File: config.mk
export PLATFORM = sky130hd
export DESIGN_NAME = mesh_packet_dedup_router_flat
export DESIGN_NICKNAME = d
export VERILOG_FILES = /design/src/hdl/mpdr_pkg.sv /design/src/hdl/mpdr_ifs.sv /design/src/hdl/mesh_packet_dedup_router.sv /design/src/flat_wrapper.sv
export SDC_FILE = /design/constraint.sdc
export NUM_CORES = 1
export LEC_CHECK = 0
export BUFFER_PORTS_ARGS = -buffer_cell sky130_fd_sc_hd__clkbuf_2
export CORE_UTILIZATION = 57
export CTS_CLUSTER_DIAMETER = 200
export DETAILED_ROUTE_END_ITERATION = 8
export HOLD_SLACK_MARGIN = 0.06
export PLACE_DENSITY = 0.94
export SYNTH_ARGS = -nofsm -noshare
export SYNTH_HDL_FRONTEND = slang
export SYNTH_SLANG_ARGS = --single-unit
File: constraint.sdc
create_clock -name clk -period 5.1 [get_ports clk]
set_input_delay 0.51 -clock clk [delete_from_list [all_inputs] [get_ports clk]]
set_output_delay 0.51 -clock clk [all_outputs]
set_load 0.03 [all_outputs]
File: src/hdl/mpdr_pkg.sv
package mpdr_pkg;

  localparam int unsigned SEEN_DEPTH_DEF = 5;
  localparam int unsigned ID_WIDTH_DEF   = 16;

  localparam int unsigned ADDR_W  = 16;
  localparam int unsigned DEPTH_W = 8;
  localparam int unsigned FLAGS_W = 8;
  localparam int unsigned WORD_W  = 2;
  localparam int unsigned ACT_W   = 4;

  localparam int unsigned PADDR_W = 3;
  localparam int unsigned PDATA_W = 32;

  localparam logic [ADDR_W-1:0] ADDR_BROADCAST = 16'd0;
  localparam logic [ADDR_W-1:0] ADDR_APP       = 16'd5;
  localparam logic [ADDR_W-1:0] LOCAL_ADDR_RST = 16'd1;

  localparam logic [FLAGS_W-1:0] FLG_DISC    = 8'h01;
  localparam logic [FLAGS_W-1:0] FLG_ACK     = 8'h04;
  localparam logic [FLAGS_W-1:0] FLG_ENC     = 8'h08;
  localparam logic [FLAGS_W-1:0] FLG_DEFINED = 8'h0F;

  localparam logic [WORD_W-1:0] WORD_NEWS  = 2'd1;
  localparam logic [WORD_W-1:0] WORD_MUSIC = 2'd2;

  localparam logic [DEPTH_W-1:0] REPLY_DEPTH = 8'd1;

  localparam logic [0:0] REG_LOCAL_ADDR = 1'b0;

  typedef enum logic [ACT_W-1:0] {
    ACT_DUP     = 4'd0,
    ACT_RELAY   = 4'd1,
    ACT_EXPIRED = 4'd2,
    ACT_ENC     = 4'd3,
    ACT_PEER    = 4'd4,
    ACT_REPLY   = 4'd5,
    ACT_APP     = 4'd6,
    ACT_MUSIC   = 4'd7,
    ACT_DELIVER = 4'd8,
    ACT_IGNORE  = 4'd9
  } action_t;

endpackage

File: src/hdl/mpdr_ifs.sv
interface mpdr_in_if import mpdr_pkg::*; ();
  logic               valid;
  logic               ready;
  logic [15:0]        message_id;
  logic [ADDR_W-1:0]  destination;
  logic [ADDR_W-1:0]  src_addr;
  logic [DEPTH_W-1:0] hop_depth;
  logic [FLAGS_W-1:0] flag_bits;
  logic [WORD_W-1:0]  app_word;

  modport source (
    output valid, message_id, destination, src_addr, hop_depth, flag_bits, app_word,
    input  ready
  );
  modport sink (
    input  valid, message_id, destination, src_addr, hop_depth, flag_bits, app_word,
    output ready
  );
endinterface

interface mpdr_out_if import mpdr_pkg::*; ();
  logic               valid;
  logic               ready;
  logic [ACT_W-1:0]   action;
  logic [ADDR_W-1:0]  out_destination;
  logic [ADDR_W-1:0]  out_source;
  logic [DEPTH_W-1:0] out_depth;
  logic [FLAGS_W-1:0] out_flags;

  modport source (
    output valid, action, out_destination, out_source, out_depth, out_flags,
    input  ready
  );
  modport sink (
    input  valid, action, out_destination, out_source, out_depth, out_flags,
    output ready
  );
endinterface

File: src/hdl/mesh_packet_dedup_router.sv
// mesh packet dedup router
// in_if takes one received packet header per item (valid/ready); out_if gives
// exactly one result item per input item: an action code plus, for relay and
// discovery reply, the header to transmit (other fields are zero).
// the header is checked against a ring of SEEN_DEPTH recent message ids and
// classified in the cycle it is accepted; the result appears in the output
// register on the next cycle.
// throughput is one item per cycle unless the receiver stalls: the id ring
// is updated at the accepting edge, so the next item already sees it.
// when the receiver stalls, the result is held in the output register and
// in_if.ready drops until it is taken; a new item is taken in the same cycle
// the held result leaves.
// the apb port holds local_address at byte address 0 (reset value 1); write it
// only while no item is in flight.
// reset (rst_n low, synchronous) clears the ring valid bits, the ring pointer
// and the output valid, and sets local_address to 1.
module mesh_packet_dedup_router
  import mpdr_pkg::*;
#(
  parameter int unsigned SEEN_DEPTH = SEEN_DEPTH_DEF,
  parameter int unsigned ID_WIDTH   = ID_WIDTH_DEF
) (
  input  logic               clk,
  input  logic               rst_n,
  mpdr_in_if.sink            in_if,
  mpdr_out_if.source         out_if,
  input  logic               psel,
  input  logic               penable,
  input  logic               pwrite,
  input  logic [PADDR_W-1:0] paddr,
  input  logic [PDATA_W-1:0] pwdata,
  output logic [PDATA_W-1:0] prdata,
  output logic               pready
);

  localparam int unsigned PTR_W = (SEEN_DEPTH > 1) ? $clog2(SEEN_DEPTH) : 1;

  logic [ID_WIDTH-1:0]   seen_ids_r [SEEN_DEPTH];
  logic [SEEN_DEPTH-1:0] seen_vld_r;
  logic [PTR_W-1:0]      ptr_r, ptr_nxt;
  logic [ADDR_W-1:0]     local_addr_r;

  logic               out_valid_r;
  action_t            action_r, action_nxt;
  logic [ADDR_W-1:0]  odst_r, odst_nxt;
  logic [ADDR_W-1:0]  osrc_r, osrc_nxt;
  logic [DEPTH_W-1:0] odep_r, odep_nxt;
  logic [FLAGS_W-1:0] ofl_r, ofl_nxt;

  logic                   in_fire;
  logic [ID_WIDTH+15:0]   id_ext;
  logic [ID_WIDTH-1:0]    id_w;
  logic [SEEN_DEPTH-1:0]  match;
  logic                   hit;
  logic                   cfg_wr;
  logic                   disc, ack, enc, to_other, to_app;

  assign in_if.ready = !out_valid_r || out_if.ready;
  assign in_fire     = in_if.valid && in_if.ready;

  assign id_ext = {{ID_WIDTH{1'b0}}, in_if.message_id};
  assign id_w   = id_ext[ID_WIDTH-1:0];

  always_comb begin
    for (int i = 0; i < SEEN_DEPTH; i++) begin
      match[i] = seen_vld_r[i] && (seen_ids_r[i] == id_w);
    end
  end
  assign hit = |match;

  assign ptr_nxt = (ptr_r == PTR_W'(SEEN_DEPTH - 1)) ? '0 : ptr_r + 1'b1;

  assign disc     = |(in_if.flag_bits & FLG_DISC);
  assign ack      = |(in_if.flag_bits & FLG_ACK);
  assign enc      = |(in_if.flag_bits & FLG_ENC);
  assign to_app   = in_if.destination == ADDR_APP;
  assign to_other = (in_if.destination != ADDR_BROADCAST) && !to_app &&
                    (in_if.destination != local_addr_r);

  always_comb begin
    action_nxt = ACT_IGNORE;
    odst_nxt   = '0;
    osrc_nxt   = '0;
    odep_nxt   = '0;
    ofl_nxt    = '0;
    priority if (hit) begin
      action_nxt = ACT_DUP;
    end else if (to_other) begin
      if (in_if.hop_depth > DEPTH_W'(1)) begin
        action_nxt = ACT_RELAY;
        odst_nxt   = in_if.destination;
        osrc_nxt   = in_if.src_addr;
        odep_nxt   = in_if.hop_depth - 1'b1;
        ofl_nxt    = in_if.flag_bits & FLG_DEFINED;
      end else begin
        action_nxt = ACT_EXPIRED;
      end
    end else if (enc) begin
      action_nxt = ACT_ENC;
    end else if (disc && ack) begin
      action_nxt = ACT_PEER;
    end else if (disc) begin
      action_nxt = ACT_REPLY;
      odst_nxt   = in_if.src_addr;
      osrc_nxt   = local_addr_r;
      odep_nxt   = REPLY_DEPTH;
      ofl_nxt    = FLG_ACK | FLG_DISC;
    end else if (to_app && in_if.app_word == WORD_NEWS) begin
      action_nxt = ACT_APP;
    end else if (to_app && in_if.app_word == WORD_MUSIC) begin
      action_nxt = ACT_MUSIC;
    end else if (in_if.destination == local_addr_r) begin
      action_nxt = ACT_DELIVER;
    end else begin
      action_nxt = ACT_IGNORE;
    end
  end

  // id ring
  always_ff @(posedge clk) begin
    if (!rst_n) begin
      seen_vld_r <= '0;
      ptr_r      <= '0;
    end else if (in_fire && !hit) begin
      seen_vld_r[ptr_r] <= 1'b1;
      ptr_r             <= ptr_nxt;
    end
  end

  always_ff @(posedge clk) begin
    if (in_fire && !hit) begin
      seen_ids_r[ptr_r] <= id_w;
    end
  end

  // result register
  always_ff @(posedge clk) begin
    if (!rst_n) begin
      out_valid_r <= 1'b0;
    end else if (in_if.ready) begin
      out_valid_r <= in_fire;
    end
  end

  always_ff @(posedge clk) begin
    if (in_fire) begin
      action_r <= action_nxt;
      odst_r   <= odst_nxt;
      osrc_r   <= osrc_nxt;
      odep_r   <= odep_nxt;
      ofl_r    <= ofl_nxt;
    end
  end

  assign out_if.valid           = out_valid_r;
  assign out_if.action          = action_r;
  assign out_if.out_destination = odst_r;
  assign out_if.out_source      = osrc_r;
  assign out_if.out_depth       = odep_r;
  assign out_if.out_flags       = ofl_r;

  // configuration
  assign pready = 1'b1;
  assign cfg_wr = psel && penable && pwrite && (paddr[2] == REG_LOCAL_ADDR);

  always_ff @(posedge clk) begin
    if (!rst_n) begin
      local_addr_r <= LOCAL_ADDR_RST;
    end else if (cfg_wr) begin
      local_addr_r <= pwdata[ADDR_W-1:0];
    end
  end

  assign prdata = (paddr[2] == REG_LOCAL_ADDR) ?
                  {{(PDATA_W-ADDR_W){1'b0}}, local_addr_r} : '0;

`ifndef SYNTH
  a_dup_result: assert property (@(posedge clk) disable iff (!rst_n)
    in_fire && hit |=> out_if.action == ACT_DUP)
    else $error("repeated id not reported as duplicate");

  a_ring_write: assert property (@(posedge clk) disable iff (!rst_n)
    in_fire && !hit |=> seen_vld_r[$past(ptr_r)] && seen_ids_r[$past(ptr_r)] == $past(id_w))
    else $error("new id not stored in ring");

  a_ptr_range: assert property (@(posedge clk) disable iff (!rst_n)
    ptr_r <= PTR_W'(SEEN_DEPTH - 1))
    else $error("ring pointer out of range");

  a_ring_hold: assert property (@(posedge clk) disable iff (!rst_n)
    !(in_fire && !hit) |=> $stable(ptr_r) && $stable(seen_vld_r))
    else $error("ring changed without a new id");

  a_zero_fields: assert property (@(posedge clk) disable iff (!rst_n)
    out_valid_r && (action_r != ACT_RELAY) && (action_r != ACT_REPLY)
    |-> (odst_r == '0) && (osrc_r == '0) && (odep_r == '0) && (ofl_r == '0))
    else $error("unused result fields not zero");
`endif

endmodule
File: src/flat_wrapper.sv
// flat-port wrapper written by rule: the top's interface ports become plain ports
module mesh_packet_dedup_router_flat import mpdr_pkg::*;
#(
  parameter int unsigned SEEN_DEPTH = SEEN_DEPTH_DEF,
  parameter int unsigned ID_WIDTH   = ID_WIDTH_DEF
)
  (clk, rst_n, psel, penable, pwrite, paddr, pwdata, prdata, pready, in_if_valid, in_if_message_id, in_if_destination, in_if_src_addr, in_if_hop_depth, in_if_flag_bits, in_if_app_word, in_if_ready, out_if_valid, out_if_action, out_if_out_destination, out_if_out_source, out_if_out_depth, out_if_out_flags, out_if_ready);
  mpdr_in_if in_if_i ();
  mpdr_out_if out_if_i ();
  input  logic clk;
  input  logic rst_n;
  input  logic psel;
  input  logic penable;
  input  logic pwrite;
  input  logic [PADDR_W-1:0] paddr;
  input  logic [PDATA_W-1:0] pwdata;
  output logic [PDATA_W-1:0] prdata;
  output logic pready;
  input wire logic [$bits(in_if_i.valid)-1:0] in_if_valid;
  input wire logic [$bits(in_if_i.message_id)-1:0] in_if_message_id;
  input wire logic [$bits(in_if_i.destination)-1:0] in_if_destination;
  input wire logic [$bits(in_if_i.src_addr)-1:0] in_if_src_addr;
  input wire logic [$bits(in_if_i.hop_depth)-1:0] in_if_hop_depth;
  input wire logic [$bits(in_if_i.flag_bits)-1:0] in_if_flag_bits;
  input wire logic [$bits(in_if_i.app_word)-1:0] in_if_app_word;
  output wire logic [$bits(in_if_i.ready)-1:0] in_if_ready;
  output wire logic [$bits(out_if_i.valid)-1:0] out_if_valid;
  output wire logic [$bits(out_if_i.action)-1:0] out_if_action;
  output wire logic [$bits(out_if_i.out_destination)-1:0] out_if_out_destination;
  output wire logic [$bits(out_if_i.out_source)-1:0] out_if_out_source;
  output wire logic [$bits(out_if_i.out_depth)-1:0] out_if_out_depth;
  output wire logic [$bits(out_if_i.out_flags)-1:0] out_if_out_flags;
  input wire logic [$bits(out_if_i.ready)-1:0] out_if_ready;
  assign in_if_i.valid = in_if_valid;
  assign in_if_i.message_id = in_if_message_id;
  assign in_if_i.destination = in_if_destination;
  assign in_if_i.src_addr = in_if_src_addr;
  assign in_if_i.hop_depth = in_if_hop_depth;
  assign in_if_i.flag_bits = in_if_flag_bits;
  assign in_if_i.app_word = in_if_app_word;
  assign in_if_ready = in_if_i.ready;
  assign out_if_valid = out_if_i.valid;
  assign out_if_action = out_if_i.action;
  assign out_if_out_destination = out_if_i.out_destination;
  assign out_if_out_source = out_if_i.out_source;
  assign out_if_out_depth = out_if_i.out_depth;
  assign out_if_out_flags = out_if_i.out_flags;
  assign out_if_i.ready = out_if_ready;
  mesh_packet_dedup_router #(.SEEN_DEPTH(SEEN_DEPTH), .ID_WIDTH(ID_WIDTH)) u_core (.clk(clk), .rst_n(rst_n), .in_if(in_if_i), .out_if(out_if_i), .psel(psel), .penable(penable), .pwrite(pwrite), .paddr(paddr), .pwdata(pwdata), .prdata(prdata), .pready(pready));
endmodule
==> flow_summary.ini, run 1 <==
[timing]
slew_viol_final = 0
period_minus_slack_ns = 3.09
finalCritPeriodShare = 0.606
tns_ns = 0
fin_worst_skew_ns = 0.0138
setup_viol = 0
max_slew_margin = 0.115
worst_pin_slew_ns = 1.33
finalHoldViolCount = 0
fmax_mhz = 324
rsz0062_at_grt = false

[worst_setup_path]
crit_chain = xnor2_1 -> nand4_1 -> nor4_1 -> and3_1 -> nor4_2 -> and3_1
critPathMaxStageDelay_ns = 0.87
cp_slowest_cell = and3_1
critPathLaunchType = register
cp_top_family = simple AND/OR/NAND/NOR gates
worstSetupPathType = reg2reg
cp-end-kind = register
crit_path_frequent_cell = and3_1
path_buf_inv = 0
worstPathArrival_ns = 3.14
cp.required_ns = 5.15
cp_max_fo = 16

[clock_network]
path_clk_slew_ns = 0.07
cts-resized-gates = 0
cts_root_buf = clkbuf_16
clk_latency_ns = 0.43
cts_buffer_depth = 2
cts_hold_buffers = 0
cts_num_sinks = 153
cts_tree = yes
cts-htree-levels = 4
numCtsBuffers = 17
cts_setup_buffers = 0

[job]
max-cap-violations = 0

[floorplanning]
core_sq_um = 12100
rows = 40
die_x_microns = 114
start_util = 0.589
die_area_sq_um = 12900
die_h_microns = 114
ios = 195

[synthesis]
synth-seq-cells = 153
ys_top_cells_by_area = edfxtp_1, xor2_1, dfxtp_1
synth.top_cell.area_share = 0.541
synthCells = 580
yosysWarnings = 0
syn_area_sq_um = 7100
syn_area_per_cell_sq_um = 12.2
yosys.area.top_type = edfxtp_1
yosys.cell_types.count = 42
yosysSeqAreaShare = 0.612

[routing]
totalWireLength_mm = 15.9
avgRoutedWirePerCell_microns = 17.7
first_iter_violations = 705
ant_nets = 0
drt_pass1_iterations = 6
route.detailed.drc = 0
routed_via_density = 5.56
dr_total_vias = 4988

[outcome]
status = finished, final reports clean

[global_route]
antenna_found_initial = 0
grt_max_degree = 49
grt_pass1_wl_mm = 24.6
grt-ovfl-total = 0
grt_usage = 0.257
grt_pass1_vias = 4827

[cells_and_area]
insertedDiodeCount = 0
nNetsFinal = 828
drive_gt1_frac = 0.263
fin_util = 0.696
multi_input_area_sq_um = 2460
area.sequential_sq_um = 4340
nFillCells = 785
final_cell_mix = clkbuf_2, edfxtp_1, xor2_1, nor2_1, nand2_1
syn_to_final_growth_pct = 18.2
final_common_cell = clkbuf_2

[pwr]
leakagePower_nw = 3.32
max-vdd-ir-drop_v = 0.000315
power_density_nw_per_um2 = 351

[place]
place_congestion = 0.870
port_buffers = 151
hpwl_mm = 11.3

[min_path]
min_path_type = in2reg
path summary, 6_finish.rpt:
check,cells past startpoint,slack [ns],start,endpoint
max,6,2.01,u_core.seen_ids_r[4][2],u_core.seen_ids_r[0][1]
min,3,0.32,pwdata[9],u_core.local_addr_r[9]
max reg2reg,6,2.01,u_core.seen_ids_r[4][2],u_core.seen_ids_r[0][1]
min reg2reg,2,0.45,u_core.seen_vld_r[2],u_core.seen_vld_r[2]
report_power, final:
group          internal, mW  leakage, nW  total, mW  switching (mW)
Combinational        0.0957         1.65      0.301           0.206
Sequential             1.41         1.40       1.43          0.0224
Clock                 0.682        0.274       1.21           0.525
Yosys cell counts, drive strengths merged:
library cell	n
a21oi	5
nand2	46
a31oi	1
nor4	21
a32o	2
a22oi	32
ha	4
inv	10
o21a	1
o22ai	3
nor3	10
or4	1
clkbuf	11
nand4b	1
edfxtp	128
xor2	61
conb	2
a211oi	1
nand2b	1
nand4	15
nor2b	18
or2	3
nand3	3
and4	1
buf	45
or3	3
nor2	54
a21boi	16
xnor2	42
nor3b	1
dfxtp	25
and4b	2
a31o	1
and3	5
o21ai	4
nor4b	1
cells by family after synthesis:
family | after synthesis | share of synthesized area
AOI/OAI and AO/OA | 66 | 0.0668
other | 2 | 0.00106
buffers and inverters | 66 | 0.0528
DFF | 153 | 0.612
adders and majority gates | 4 | 0.00705
xor gates and xnor gates | 103 | 0.127
and+or+nand+nor | 186 | 0.134
per-layer routing:
layer | GRT usage | share of wire | vias to the layer above | wire length (microns)
met5 | 0 | 0 | - | 0
met4 | 0.124 | 0.032 | 0 | 507
met3 | 0.0606 | 0.080 | 46 | 1280
met2 | 0.446 | 0.51 | 262 | 8150
met1 | 0.302 | 0.38 | 2375 | 5980
li1 | - | - | 2305 | -
tightest hold or removal path, cell delays in order:
cell	delay, ns
clkbuf_2	0.08
nand2_1	0.04
a21boi_0	0.06
layout make-up:
type | instances | share of cell area
Sequential cell | 153 | 0.517
Multi-Input combinational cell | 380 | 0.293
Timing Repair Buffer | 154 | 0.0927
Clock buffer | 18 | 0.0511
Tap cell | 168 | 0.0250
Clock inverter | 14 | 0.0162
Inverter | 10 | 0.00447
sequential cells by signal, summed over array words and instances, names as in the netlist:
| signal | flops |
|---|---|
| u_core.seen_ids_r | 80 |
| u_core.local_addr_r | 16 |
| u_core.out_if.out_destination | 16 |
| u_core.out_if.out_source | 16 |
| u_core.out_if.out_depth | 8 |
| u_core.seen_vld_r | 5 |
| u_core.out_if.action | 4 |
| u_core.out_if.out_flags | 4 |
| u_core.ptr_r | 3 |
| u_core.out_if.valid | 1 |
stage by stage:
| stage | std cells | setup slack, ns | power, mW | instance area [sq um] | hold slack, ns |
|---|---|---|---|---|---|
| 2_1_floorplan | 599 | 2.46 | 1.66 | 7170 | 0.423 |
| 3_3_place_gp | 865 | 1.77 | 1.75 | 7830 | 0.439 |
| 3_5_place_dp | 865 | 1.67 | 1.76 | 7830 | 0.446 |
| 4_1_cts | 897 | 2.04 | 2.95 | 8400 | 0.307 |
| 5_1_grt | 897 | 1.85 | 3.03 | 8400 | 0.319 |
| 6_report | 897 | 2.01 | 2.94 | 8400 | 0.322 |
Note: power is estimated with default switching activity, not from simulation.
==> run 2: changes to the inputs <==
--- a/config.mk
+++ b/config.mk
@@ -5,12 +5,13 @@
 export SDC_FILE = /design/constraint.sdc
 export NUM_CORES = 1
 export LEC_CHECK = 0
+export ABC_AREA = 1
 export BUFFER_PORTS_ARGS = -buffer_cell sky130_fd_sc_hd__clkbuf_2
-export CORE_UTILIZATION = 57
+export CORE_UTILIZATION = 55
 export CTS_CLUSTER_DIAMETER = 200
 export DETAILED_ROUTE_END_ITERATION = 8
 export HOLD_SLACK_MARGIN = 0.06
-export PLACE_DENSITY = 0.94
+export PLACE_DENSITY = 0.89
 export SYNTH_ARGS = -nofsm -noshare
 export SYNTH_HDL_FRONTEND = slang
 export SYNTH_SLANG_ARGS = --single-unit
==> constraint.sdc (replaced) <==
create_clock -name clk -period 3.1 [get_ports clk]
set_input_delay 0.31 -clock clk [delete_from_list [all_inputs] [get_ports clk]]
set_output_delay 0.31 -clock clk [all_outputs]
set_load 0.03 [all_outputs]
==> run 2 against run 1 <==
  * Maximum frequency up 30%
  * Area after synthesis up 27%
  * Cell count is 72% higher
  * Worst setup slack worse by 1.3 ns
  * Largest cell class unchanged
==> flow_summary.ini, run 2 <==
[cells_and_area]
final_common_cell = nand2_1
nNetsFinal = 1425
syn_to_final_growth_pct = 15.3
final_cell_mix = nand2_1, nor2_1, inv_1, clkbuf_2, edfxtp_1
drive_gt1_frac = 0.165
nFillCells = 1263
finalNonFillerCells = 1542
insertedDiodeCount = 0
largest_reg_flops = 80
max_flop_register = u_core.seen_ids_r

[timing]
tns_ns = 0
finalHoldViolCount = 0
rsz0062_at_grt = false
slew_viol_final = 0
fmax_mhz = 421
finalCritPeriodShare = 0.766
setup_viol = 0
layout_setup_ws_ns = 0.726
fin_worst_skew_ns = 0.00984
period_minus_slack_ns = 2.37
worst_pin_slew_ns = 0.713
max_slew_margin = 0.524

[synthesis]
yosysWarnings = 0
synth-seq-cells = 153
synth_ff_type = edfxtp_1
yosys.cell_types.count = 42
ys_top_cells_by_area = edfxtp_1, nand2_1, nor2_1
synth.top_cell.area_share = 0.426
synth-edff-count = 128
async_flop_share = 0
syn_area_sq_um = 9030
synthCells = 1175
synth.most_common_cell = nand2_1
syn_area_per_cell_sq_um = 7.68
synth_top_cells_by_count = nand2_1, nor2_1, inv_1, edfxtp_1
yosys.area.top_type = edfxtp_1
yosysSeqAreaShare = 0.481

[routing]
first_iter_violations = 968
drt_pass1_iterations = 6
totalWireLength_mm = 24.5
dr_total_vias = 8506
avgRoutedWirePerCell_microns = 15.9
route.detailed.drc = 0
ant_nets = 0
routed_via_density = 5.52

[floorplanning]
rows = 46
ios = 195
die_x_microns = 130
die_h_microns = 130
start_util = 0.566
core_sq_um = 15900
die_area_sq_um = 16900

[clock_network]
cts_num_sinks = 153
numCtsBuffers = 17
cts_buffer_depth = 2
path_clk_slew_ns = 0.06
cts_hold_buffers = 0
cts_setup_buffers = 0
cts-resized-gates = 0
clk_latency_ns = 0.44
cts_root_buf = clkbuf_16
cts_tree = yes
cts-htree-levels = 4

[place]
placed_cells = 1510
port_buffers = 151
pre_cts_ws_ns = 0.481
place_congestion = 0.976
hpwl_mm = 18.0

[worst_setup_path]
worstSetupPathType = reg2reg
worstPathArrival_ns = 2.45
worstRegToRegCells = 7
cp-end-kind = register
cp.required_ns = 3.17
cp_max_fo = 16
critPathLaunchType = register

[job]
max-cap-violations = 0

[pwr]
totalPowerFinal_mw = 5.26
power_density_nw_per_um2 = 505
max-vdd-ir-drop_v = 0.000440
leakagePower_nw = 4.94

[global_route]
grt_pass1_wl_mm = 37.2
grt_usage = 0.292
grt_pass1_vias = 7576
antenna_found_initial = 0
grt-ovfl-total = 0
grt_max_degree = 49

[outcome]
status = finished, final reports clean

[min_path]
min_path_type = in2reg
min_path_cells = 3
[run 2: cell types whose count changed after synthesis, moves of 36 or more]
cell	before	now
inv_1	10	161
nand2_1	46	328
nand3_1	3	47
nor2_1	53	174
o21ai_0	4	41
xnor2_1	42	6
xor2_1	61	22
[run 2: worst paths after layout]
path	from	slack (ns)	endpoint
worst max-delay path	u_core.seen_ids_r[3][2]	0.73	u_core.seen_ids_r[2][1]
worst min-delay path	pwdata[0]	0.10	u_core.local_addr_r[0]
worst max register to register	u_core.seen_ids_r[3][2]	0.73	u_core.seen_ids_r[2][1]
worst min register to register	u_core.seen_vld_r[0]	0.51	u_core.seen_vld_r[0]
[run 2: through the flow]
step                      instance area (sq um)  hold WS (ns)  utilization
after CTS                                 10400        0.0983        0.653
after global routing                      10400         0.118        0.653
final                                     10400         0.102        0.653
after floorplan                            9100         0.409            -
after global placement                     9810         0.483        0.615
after detailed placement                   9810         0.485        0.615
[run 2: power breakdown]
part / switching, mW / total (mW) / internal [mW]
registers: 0.0404 / 2.37 / 2.33
clock network: 0.884 / 2.16 / 1.27
logic: 0.525 / 0.726 / 0.202
total: 1.45 / 5.26 / 3.81
[run 2: cells by family (layout without fill, tap and decap cells)]
| group | after synthesis | after routing | synth area share |
|---|---|---|---|
| DFF | 153 | 153 | 0.481 |
| other | 2 | 21 | 0.000832 |
| AOI/OAI and AO/OA | 84 | 84 | 0.0493 |
| buffers and inverters | 227 | 359 | 0.110 |
| adders and majority gates | 4 | 4 | 0.00554 |
| xor gates and xnor gates | 28 | 28 | 0.0272 |
| and+or+nand+nor | 677 | 677 | 0.325 |
[run 2: area by class of cell]
type,instances,area [sq um],share of cell area
inverters,173,649,0.0624
clock inverters,13,169,0.0162
clock buffers,19,433,0.0416
multi-input cells,814,3760,0.362
flip-flops and latches,153,4340,0.417
well taps,216,270,0.0260
repair buffers,154,778,0.0748
[run 2: per-layer routing]
layer  global-route usage  vias up  wire [microns]
met3               0.0562       67            2650
met1                0.399     3800            9900
li1                     -     4048               -
met2                0.448      591           11100
met4                0.136        0             839
met5                    0        -               0
[run 2: worst max-delay path: stages, from the launching register on]
cell and delay [ns]:
edfxtp_1 0.37, xor2_1 0.34, nor3_1 0.12, nand3_2 0.10, nand2_2 0.07, nor2_4 0.28, nand4_1 0.21, inv_1 0.50
